==> config.mk <==
export PLATFORM = sky130hd
export DESIGN_NAME = lsam_alu
export DESIGN_NICKNAME = d
export VERILOG_FILES = /design/src/sv/lsam_pkg.sv /design/src/sv/lsam_alu.sv
export SDC_FILE = /design/constraint.sdc
export NUM_CORES = 1
export LEC_CHECK = 0
export ABC_CLOCK_PERIOD_IN_PS = 33100
export BUFFER_PORTS_ARGS = -buffer_cell sky130_fd_sc_hd__buf_2
export CELL_PAD_IN_SITES_DETAIL_PLACEMENT = 1
export CELL_PAD_IN_SITES_GLOBAL_PLACEMENT = 1
export CORE_AREA = 3 3 147 291
export DETAILED_ROUTE_END_ITERATION = 10
export DIE_AREA = 0 0 150 294
export PLACE_DENSITY = 0.81
export SYNTH_ARGS = -nofsm -noshare
export SYNTH_HDL_FRONTEND = slang
export SYNTH_SLANG_ARGS = --single-unit
export TNS_END_PERCENT = 1
==> constraint.sdc <==
create_clock -name vclk -period 33.1
set_input_delay 8.275 -clock vclk [all_inputs]
set_output_delay 8.275 -clock vclk [all_outputs]
set_load 0.01 [all_outputs]
==> src/sv/lsam_pkg.sv <==
// lsam_pkg: shared types, constants and helpers of the label slice area max block.
// No dependencies; imported by every module of the block except lsam_ram.
package lsam_pkg;

    localparam int MAX_LABELS = 1024;
    localparam int LABEL_W    = $clog2(MAX_LABELS);
    localparam int CNT_W      = LABEL_W + 1;
    localparam int COUNT_W    = 17;
    localparam int AREA_W     = 32;
    localparam int NF_W       = 11;
    localparam int RES_W      = COUNT_W + AREA_W;
    localparam int CFG_IDX_W  = 1;

    localparam logic [COUNT_W-1:0] COUNT_MAX = {COUNT_W{1'b1}};

    localparam logic OP_VOXEL = 1'b0;
    localparam logic OP_READ  = 1'b1;

    localparam logic [CFG_IDX_W-1:0] CFG_CELL_AREA    = 1'b0;
    localparam logic [CFG_IDX_W-1:0] CFG_NUM_FEATURES = 1'b1;

    localparam logic [AREA_W-1:0] CELL_AREA_RST    = 32'h0001_0000;
    localparam logic [NF_W-1:0]   NUM_FEATURES_RST = NF_W'(MAX_LABELS);

    typedef struct packed {
        logic               operation;
        logic [LABEL_W-1:0] feature_id;
        logic               last_in_slice;
    } t_in_word;

    typedef struct packed {
        logic [LABEL_W-1:0] feature_id_res;
        logic [RES_W-1:0]   largest_area;
        logic               in_range;
    } t_out_word;

    typedef enum logic [1:0] {
        ALU_INC,
        ALU_MAX,
        ALU_MUL
    } t_alu_op;

    typedef struct packed {
        t_alu_op             op;
        logic [COUNT_W-1:0]  a;
        logic [AREA_W-1:0]   b;
    } t_alu_req;

    typedef struct packed {
        logic [LABEL_W-1:0] raddr;
        logic [LABEL_W-1:0] waddr;
        logic               s_we;
        logic [COUNT_W-1:0] s_wdata;
        logic               l_we;
        logic [COUNT_W-1:0] l_wdata;
    } t_mem_ctl;

    // label limit is min(num_features, MAX_LABELS); labels never reach MAX_LABELS
    function automatic logic in_limit(input logic [LABEL_W-1:0] id,
                                      input logic [NF_W-1:0]    nf);
        logic [NF_W-1:0] lim;
        lim = (nf > NF_W'(MAX_LABELS)) ? NF_W'(MAX_LABELS) : nf;
        return (NF_W'(id) < lim);
    endfunction

endpackage

==> src/sv/lsam_alu.sv <==
// lsam_alu: shared arithmetic unit: saturating increment, max, and count x area multiply.
// Depends on lsam_pkg.
module lsam_alu
    import lsam_pkg::*;
(
    input  t_alu_req         i_req,
    output logic [RES_W-1:0] o_y
);

    always_comb begin
        o_y = '0;
        case (i_req.op)
            ALU_INC: begin
                o_y = (i_req.a == COUNT_MAX) ? RES_W'(i_req.a)
                                             : RES_W'(i_req.a) + RES_W'(1);
            end
            ALU_MAX: begin
                o_y = (i_req.a > i_req.b[COUNT_W-1:0]) ? RES_W'(i_req.a)
                                                       : RES_W'(i_req.b[COUNT_W-1:0]);
            end
            ALU_MUL: begin
                o_y = RES_W'(i_req.a) * RES_W'(i_req.b);
            end
            default: begin
                o_y = '0;
            end
        endcase
    end

endmodule

==> results.ini <==
[timing]
final_max_slew_viol_count=0
tns_ns=0
min_period_ns=23.51
tightest_slew_ns=1.12
setup_viol=0
hold_viol_final=0
clock.fmax_mhz=42.5
max-slew-margin-rel=0.250
grt_setup_unrepaired=false
fin_crit_sh=0.710

[synth]
syn-num-nets=2958
synthMuxAreaShare=0.0100
ys_seq_area_frac=0
synthAdderAreaFrac=0.578
yosys.cell_types.count=63
synth_compound_area_frac=0.0698
synth_top_family_by_area=adder cells
syn_avg_cell_area_um2=8.24
synth_top_area_cell=fa_1
netlist_area_um2=19000
yosysWarnings=0
synthSimpleGateAreaFrac=0.182
synth_xor_area_frac=0.0203
netlist.area_leader.share=0.474
synthTopCellsByArea=fa_1 47%, inv_1 11%, ha_1 10%
syn_inst=2300

[floorplan]
fp.dieArea_um2=44100
core.rowCount=104
die_h_um=294
pin_count=100
coreArea_um2=40600
die_width_um=150
start_util=0.467

[final_layout]
fillers=4968
fin_nets=2942
num_antenna_cells=0
areaGrowthSynthToFinish_pct=3.84
seq_cell_count=0
seq_area_um2=0
multi_input_area_um2=16300
postLayoutCoreUtil=0.485
clkbuf_count=0
drive_gt1_frac=0.0557

[detailed_routing]
wl_met3_um=2870
routed_wl_um=66200
via_per_inst=5.68
drt-initial-drc-count=730
drc_errors=0
dr_total_vias=16000
final_antenna_net_count=0
top_layer_used=met4
met2RoutedLength_um=36100
first_pass_iters=4
m1WireLength_um=19700
drt-wirelength-per-cell_um=23.5

[place]
dp_hpwl_um=53100
globalplace.congestion=0.928
io_buffers=100

[global_routing]
grt_pass1_vias=19400
grt_max_degree=41
grt_pass1_wl_um=104000
antenna_found_initial=0
grt_overflow_total=0
track_usage=0.310

[clock_tree]
holdBufCountCts=0
post_cts_buffers=0
cts.repair.resized=0

[status]
status=finished clean

[critical_path]
cp-start-kind=input port
arrival_ns=15.24
critPathKind=input port to output pin
path_max_fanout=36
end_kind=output pin
cp.required_ns=24.82

[worst_hold_path]
worst_hold_path_type=input port to output pin

[job]
drv_cap=0

## cell families after synthesis
family,after synthesis
XOR/XNOR,44
buffers and inverters,700
adder cells (fa/ha/maj),607
AND/OR/NAND/NOR,731
AO/OA/AOI/OAI,199
multiplexers,19
## per-stage QoR
| step | cells | instance area (µm²) | setup slack (ns) | hold slack, ns |
|---|---|---|---|---|
| after floorplan | 2300 | 19000 | 10.77 | 16.76 |
| after global placement | 2812 | 19700 | 9.71 | 17.11 |
| after detailed placement | 2812 | 19700 | 9.64 | 17.12 |
| after CTS | 2812 | 19700 | 9.61 | 17.12 |
| after global routing | 2812 | 19700 | 9.22 | 17.19 |
| final | 2812 | 19700 | 9.59 | 17.13 |
## cell usage in the layout, fill, tap and decap left out, types with 9 or more instances in the layout
cell      instances
inv_1           576
fa_1            449
nand2_1         370
and2_1          199
ha_1            158
buf_2           100
nor2_1           67
a21oi_1          58
xnor2_1          28
a21o_1           27
o21ai_0          25
nand3_1          24
mux2i_1          19
o22ai_1          17
xor2_1           16
nand4_1          13
nor3_1           11
nand2b_1         10
a31oi_1           9
and3_1            9
o21bai_1          9
## final timing paths
kind	startpoint	end	slack (ns)	cells past startpoint
worst max-delay path	i_req[40]	o_y[28]	9.59	23
worst min-delay path	i_req[49]	o_y[0]	17.13	3
## metal layers
| metal | up-vias | track usage |
|---|---|---|
| li1 | 6715 | - |
| met1 | 8243 | 0.287 |
| met5 | - | 0 |
| met4 | 0 | 0.267 |
| met3 | 374 | 0.0330 |
| met2 | 636 | 0.586 |
## Yosys cell counts (10+ instances only)
cell type,instances
inv_1,576
fa_1,449
nand2_1,370
and2_1,199
ha_1,158
clkbuf_1,109
nor2_1,67
a21oi_1,58
xnor2_1,28
a21o_1,27
o21ai_0,25
nand3_1,24
mux2i_1,19
o22ai_1,17
xor2_1,16
nand4_1,13
nor3_1,11
nand2b_1,10
## cell type report
class | instances | area share
inverters | 576 | 0.110
well taps | 530 | 0.0337
repair buffers | 106 | 0.0277
multi-input cells | 1600 | 0.829
## worst max-delay path, stage by stage
cell and delay, ns:
buf_2 0.80, nand2_1 0.18, fa_1 0.58, inv_1 0.05
fa_1 0.50, inv_1 0.05, fa_1 0.58, inv_1 0.06
fa_1 0.46, fa_1 0.49, inv_1 0.05, fa_1 0.48
inv_1 0.04, ha_1 0.31, o21ai_0 0.12, nor2_1 0.11
o311ai_2 0.48, a31oi_1 0.25, nor3_1 0.34, and2b_1 0.24
o21a_1 0.17, nor3_1 0.35, buf_2 0.22
Power is left out: the tool's default activity adds up to more than one toggle a clock period on the data nets, which glitch-free logic cannot reach.
