## config.mk

```make
export PLATFORM = sky130hd
export DESIGN_NAME = lsam_seq
export DESIGN_NICKNAME = d
export VERILOG_FILES = /design/src/sv/lsam_pkg.sv /design/src/sv/lsam_seq.sv
export SDC_FILE = /design/constraint.sdc
export NUM_CORES = 1
export LEC_CHECK = 0
export BUFFER_PORTS_ARGS = -buffer_cell sky130_fd_sc_hd__buf_2
export CAP_MARGIN = 40
export CORE_MARGIN = 2
export CORE_UTILIZATION = 25
export DETAILED_ROUTE_END_ITERATION = 8
export GPL_TIMING_DRIVEN = 0
export SLEW_MARGIN = 20
export SYNTH_ARGS = -nofsm -noshare
export SYNTH_HDL_FRONTEND = slang
export SYNTH_SLANG_ARGS = --single-unit
```

## constraint.sdc

```tcl
create_clock -name i_clk -period 4.7 [get_ports i_clk]
set_input_delay 0.94 -clock i_clk [delete_from_list [all_inputs] [get_ports i_clk]]
set_output_delay 0.94 -clock i_clk [all_outputs]
set_load 0.01 [all_outputs]
```

## src/sv/lsam_pkg.sv

```systemverilog
// lsam_pkg: shared types, constants and helpers of the label slice area max block.
// No dependencies; imported by every module of the block except lsam_ram.
package lsam_pkg;

    localparam int MAX_LABELS = 1024;
    localparam int LABEL_W    = $clog2(MAX_LABELS);
    localparam int CNT_W      = LABEL_W + 1;
    localparam int COUNT_W    = 17;
    localparam int AREA_W     = 32;
    localparam int NF_W       = 11;
    localparam int RES_W      = COUNT_W + AREA_W;
    localparam int CFG_IDX_W  = 1;

    localparam logic [COUNT_W-1:0] COUNT_MAX = {COUNT_W{1'b1}};

    localparam logic OP_VOXEL = 1'b0;
    localparam logic OP_READ  = 1'b1;

    localparam logic [CFG_IDX_W-1:0] CFG_CELL_AREA    = 1'b0;
    localparam logic [CFG_IDX_W-1:0] CFG_NUM_FEATURES = 1'b1;

    localparam logic [AREA_W-1:0] CELL_AREA_RST    = 32'h0001_0000;
    localparam logic [NF_W-1:0]   NUM_FEATURES_RST = NF_W'(MAX_LABELS);

    typedef struct packed {
        logic               operation;
        logic [LABEL_W-1:0] feature_id;
        logic               last_in_slice;
    } t_in_word;

    typedef struct packed {
        logic [LABEL_W-1:0] feature_id_res;
        logic [RES_W-1:0]   largest_area;
        logic               in_range;
    } t_out_word;

    typedef enum logic [1:0] {
        ALU_INC,
        ALU_MAX,
        ALU_MUL
    } t_alu_op;

    typedef struct packed {
        t_alu_op             op;
        logic [COUNT_W-1:0]  a;
        logic [AREA_W-1:0]   b;
    } t_alu_req;

    typedef struct packed {
        logic [LABEL_W-1:0] raddr;
        logic [LABEL_W-1:0] waddr;
        logic               s_we;
        logic [COUNT_W-1:0] s_wdata;
        logic               l_we;
        logic [COUNT_W-1:0] l_wdata;
    } t_mem_ctl;

    // label limit is min(num_features, MAX_LABELS); labels never reach MAX_LABELS
    function automatic logic in_limit(input logic [LABEL_W-1:0] id,
                                      input logic [NF_W-1:0]    nf);
        logic [NF_W-1:0] lim;
        lim = (nf > NF_W'(MAX_LABELS)) ? NF_W'(MAX_LABELS) : nf;
        return (NF_W'(id) < lim);
    endfunction

endpackage

```

## src/sv/lsam_seq.sv

```systemverilog
// lsam_seq: sequencer: handshakes, config registers, clear pass, slice sweep, read path.
// Depends on lsam_pkg; drives the shared ALU and both count RAMs.
module lsam_seq
    import lsam_pkg::*;
(
    input  logic                 i_clk,
    input  logic                 i_rst_n,
    input  logic                 i_valid,
    input  t_in_word             i_word,
    output logic                 o_stall,
    output logic                 o_valid,
    output t_out_word            o_word,
    input  logic                 i_stall,
    input  logic                 i_cfg_we,
    input  logic [CFG_IDX_W-1:0] i_cfg_idx,
    input  logic [AREA_W-1:0]    i_cfg_data,
    output t_mem_ctl             o_mem,
    input  logic [COUNT_W-1:0]   i_slice_rd,
    input  logic [COUNT_W-1:0]   i_large_rd,
    output t_alu_req             o_alu,
    input  logic [RES_W-1:0]     i_alu_y
);

    typedef enum logic [2:0] {
        ST_CLEAR,
        ST_IDLE,
        ST_VOX_UPD,
        ST_SWEEP,
        ST_RD_MUL
    } t_state;

    t_state             r_state;
    logic [CNT_W-1:0]   r_cnt;
    logic [LABEL_W-1:0] r_id;
    logic               r_last;
    logic               r_ok;
    logic [AREA_W-1:0]  r_cell_area;
    logic [NF_W-1:0]    r_num_features;
    logic               r_o_valid;
    t_out_word          r_o_word;

    logic               accept;
    logic               out_free;
    logic [LABEL_W-1:0] sweep_wa;
    logic               sweep_upd;

    assign accept    = i_valid && (r_state == ST_IDLE);
    assign out_free  = !r_o_valid || !i_stall;
    assign sweep_wa  = LABEL_W'(r_cnt - CNT_W'(1));
    assign sweep_upd = (sweep_wa != '0) && in_limit(sweep_wa, r_num_features);

    always_comb begin
        o_mem         = '0;
        o_mem.raddr   = r_id;
        o_mem.waddr   = r_id;
        o_alu.op      = ALU_INC;
        o_alu.a       = i_slice_rd;
        o_alu.b       = '0;
        case (r_state)
            ST_CLEAR: begin
                o_mem.waddr = r_cnt[LABEL_W-1:0];
                o_mem.s_we  = 1'b1;
                o_mem.l_we  = 1'b1;
            end
            ST_IDLE: begin
                o_mem.raddr = i_word.feature_id;
            end
            ST_VOX_UPD: begin
                o_mem.s_we    = 1'b1;
                o_mem.s_wdata = i_alu_y[COUNT_W-1:0];
            end
            ST_SWEEP: begin
                // read entry r_cnt, write back entry r_cnt-1 read last cycle
                o_mem.raddr = r_cnt[LABEL_W-1:0];
                o_mem.waddr = sweep_wa;
                o_alu.op    = ALU_MAX;
                o_alu.b     = AREA_W'(i_large_rd);
                if (r_cnt != '0) begin
                    o_mem.s_we    = 1'b1;
                    o_mem.l_we    = 1'b1;
                    o_mem.l_wdata = sweep_upd ? i_alu_y[COUNT_W-1:0] : i_large_rd;
                end
            end
            ST_RD_MUL: begin
                o_alu.op = ALU_MUL;
                o_alu.a  = i_large_rd;
                o_alu.b  = r_cell_area;
            end
            default: begin
                o_mem.raddr = r_id;
            end
        endcase
    end

    always_ff @(posedge i_clk) begin
        if (!i_rst_n) begin
            r_state        <= ST_CLEAR;
            r_cnt          <= '0;
            r_o_valid      <= 1'b0;
            r_cell_area    <= CELL_AREA_RST;
            r_num_features <= NUM_FEATURES_RST;
        end else begin
            if (i_cfg_we) begin
                case (i_cfg_idx)
                    CFG_CELL_AREA:    r_cell_area    <= i_cfg_data;
                    CFG_NUM_FEATURES: r_num_features <= i_cfg_data[NF_W-1:0];
                    default:          r_cell_area    <= r_cell_area;
                endcase
            end

            // in ST_RD_MUL the read path below owns the output register
            if (r_o_valid && !i_stall && (r_state != ST_RD_MUL)) begin
                r_o_valid <= 1'b0;
            end

            case (r_state)
                ST_CLEAR: begin
                    r_cnt <= r_cnt + CNT_W'(1);
                    if (r_cnt == CNT_W'(MAX_LABELS - 1)) begin
                        r_state <= ST_IDLE;
                    end
                end
                ST_IDLE: begin
                    if (accept) begin
                        r_id   <= i_word.feature_id;
                        r_last <= i_word.last_in_slice;
                        r_ok   <= in_limit(i_word.feature_id, r_num_features);
                        r_cnt  <= '0;
                        if (i_word.operation == OP_READ) begin
                            r_state <= ST_RD_MUL;
                        end else if (in_limit(i_word.feature_id, r_num_features)) begin
                            r_state <= ST_VOX_UPD;
                        end else if (i_word.last_in_slice) begin
                            r_state <= ST_SWEEP;
                        end
                    end
                end
                ST_VOX_UPD: begin
                    r_state <= r_last ? ST_SWEEP : ST_IDLE;
                end
                ST_SWEEP: begin
                    if (r_cnt == CNT_W'(MAX_LABELS)) begin
                        r_state <= ST_IDLE;
                    end else begin
                        r_cnt <= r_cnt + CNT_W'(1);
                    end
                end
                ST_RD_MUL: begin
                    if (out_free) begin
                        r_o_valid               <= 1'b1;
                        r_o_word.feature_id_res <= r_id;
                        r_o_word.largest_area   <= r_ok ? i_alu_y : '0;
                        r_o_word.in_range       <= r_ok;
                        r_state                 <= ST_IDLE;
                    end
                end
                default: begin
                    r_state <= ST_IDLE;
                end
            endcase
        end
    end

    assign o_stall = (r_state != ST_IDLE);
    assign o_valid = r_o_valid;
    assign o_word  = r_o_word;

endmodule

```

==> impl_results.md <==
- Status: completed
- Final nets: 1199
- First-pass GRT wire length: 36.8 mm
- CTS tree: yes
- Setup violators final: 0
- PortBufs: ~300
- Antenna Nets Post-Route: 0
- CP cell instances: buf_4 -> nor4_4 -> and3b_1 -> xor2_1 -> ha_1 -> a21o_1 -> a21o_1 -> a21oi_1 -> o22a_1 -> buf_4 -> nand3_1 -> a21boi_2 -> buf_2
- CTS root buf: clkbuf_16
- Clk sinks: 130
- CP Launch Type: flop
- Sequential-to-total area share from yosys stat: a little under half
- Total iterations of the first detailed-routing run: 5
- Synth warn: 0
- Max-slew violation count: 0
- Placer Congestion: approximately 0.96
- Endpoint type of the worst setup path: primary output
- Static leakage: 4.12 nW
- Clk_lat worst skew: 0.43 ns
- Register Area: around 0.0033 mm^2
- Num rows: 61
- Final hold violations: 0
- Final min period: roughly 4.5 ns
- Initial antenna violation count: 0
- Ys flop type: edfxtp_1
- Netlist cell types: 62
- Slowest cell on crit path: nor4_4
- Crit Path Category: flop to primary output
- Largest net degree at the start of global routing: 58
- Clock buffer count from CTS: 17
- Overflow after GRT: 0
- Ports: 302
- Max clock buf depth: 2
- Final core utilization: 35.1%
- Worst Tran Pin Value: around 0.77 ns
- Area of the die: approximately 0.030 mm^2
- Layout cells sized above 1: roughly 37%
- Clock transition at path regs: roughly 0.060 ns
- Asr flop ratio synth: 0%
- Final Cycle Share: 95.3%
- Max Cap Viol: 0
- VDD IR max: 0.162 mV
- Slew headroom: 48.9%
- Mapped Cells: 724
- 1st-iter DRT viols: approximately 360
- Via count: 6618
- Avg Cell Area, Syn: about 9.7 um^2
- Worst EP arrival: 3.54 ns
- CP max FO: 17
- GRT Total Usage: 16.9%
- Htree depth: 4
- WL final: 26.1 mm
- Vias in the first global route: 6243
- Die Height: ~170 um
- Most frequent cells in the layout: 303 x buf_2, 120 x nand2_1, 87 x and2_1
- Initial core utilization: 25.4%
- DRC viols: 0
- Clock skew after layout: 0.0141 ns
- Syn_nets: between 800 and 900
- TNS Setup: 0 ns
- PD cells: about 420 mW/mm^2
- Synth-to-Final Area Change: 38.6%
- Die span in x: 172 um
- Yosys reg bits: 130
- CP max stage delay: 0.37 ns
- # fillers: 2947
- Core footprint: 0.0278 mm^2
- Post-Syn Area: between 0.007 and 0.008 mm^2
- RSZ-0062 raised after global routing: no
- Via/cell ratio: 4.60
- Final HPWL DP: 20.8 mm
- Combined area of the multi-input logic cells: 0.00349 mm^2
- Drt wl/cell: 18.1 um
- Post-synth EDFFs: 72
- CP Data Required Time: 3.76 ns
- Worst hold-check path type: flop to flop
- Fmax: 223 MHz
- Most common library cell in the layout ignoring fill and taps: buf_2
## metal layers
| metal | global-route usage (%) | share of wire, % | vias to the layer above |
|---|---|---|---|
| li1 | - | - | 3200 |
| met1 | 22.0 | 44 | 3110 |
| met2 | 27.4 | 48 | 257 |
| met3 | 2.92 | 5.4 | 51 |
| met4 | 7.31 | 2.9 | 0 |
| met5 | 0 | 0 | - |
## synth_stat cells (2+ instances only)
cell type	number	area (um^2)
mux2i_1	11	110
ha_1	19	238
a22oi_1	4	30.0
dfxtp_1	58	1160
a21o_1	4	30.0
mux2_2	17	191
clkbuf_1	40	150
nor4b_1	2	17.5
a221o_1	6	60.1
o221ai_1	2	17.5
o21ai_0	23	115
nor3b_1	8	60.1
nand3b_1	2	15.0
inv_1	9	33.8
o21ai_1	16	80.1
and3_1	3	18.8
a21oi_1	12	60.1
xnor2_1	10	87.6
buf_6	4	45.0
nand2b_1	11	68.8
edfxtp_1	72	2160
a22o_1	17	149
and2_1	87	544
nand4_1	4	25.0
buf_1	3	11.3
xor2_1	5	43.8
a21boi_0	41	308
nand3_1	24	120
o22a_1	2	17.5
nor2b_1	5	31.3
a21boi_2	10	113
nor3_1	13	65.1
buf_4	3	22.5
nand2_1	120	450
o21a_1	2	15.0
or2_2	2	12.5
or3_1	3	18.8
nor2_1	20	75.1
a21boi_1	7	52.6
## worst max-delay path, delay by kind of cell (launching register included)
family	cells	cell delay, ns
compound gates	5	0.97
buf+inv	3	0.56
xor+xnor	1	0.22
fa+ha+maj	1	0.28
flops	1	0.29
simple gates	3	0.79
## power by group
part	switching, mW	total [mW]	internal [mW]
clock network	0.545	1.44	0.898
logic	0.811	1.35	0.543
registers	0.0358	1.29	1.25
## logic make-up after synthesis
group,count (synthesis),share of synthesized area (%)
and+or+nand+nor,313,23.0
muxes,28,4.28
buffers and inverters,62,4.07
adders and majority gates,20,3.52
DFF,130,47.2
xor gates and xnor gates,15,1.87
AOI/OAI and AO/OA,156,16.1
## area by class of cell
class / instances / area share (%)
repair buffers: 305 / 15.9
flip-flops and latches: 130 / 34.1
diodes: 1 / 0.0256
multi-input cells: 532 / 35.7
plain buffers: 51 / 2.54
clock inverters: 14 / 2.09
clock buffers: 18 / 4.40
well taps: 378 / 4.85
inverters: 10 / 0.385
## registers in the layout (all words and copies together), names as in the netlist
signal and cells:
r_num_features 11, o_word 60, r_cnt 11, r_last 1, r_id 10, o_valid 1, r_ok 1, r_state 3
r_cell_area 32
## through the flow
step                instance area [um^2]  std cells  power (mW)  worst slack [ns]  hold slack (ns)
global placement                    9020       1403        2.60           0.00130            0.446
global route                        9760       1438        4.30           0.00449            0.481
finish                              9760       1439        4.08             0.220            0.460
detailed placement                  9070       1405        2.62             0.356            0.453
CTS                                 9710       1436        4.09          0.000807            0.462
floorplan                           7040        724        2.14             0.985            0.439
## final timing paths
path / startpoint / endpoint / slack, ns / cells after the start
worst max register to register: r_state[0] / o_word[58] / 2.02 / 5
worst min register to register: r_cell_area[31] / r_cell_area[31] / 0.46 / 2
worst min-delay path: r_cell_area[31] / r_cell_area[31] / 0.46 / 2
worst max-delay path: r_cnt[5] / o_mem[5] / 0.22 / 13
## what timing repair did
action                     CTS  global route
hold buffers                 0             0
resized for setup            1            11
pin swaps                    0             2
setup buffers                0             2
setup endpoints to repair   10            12
(Power assumes the default switching activity.)
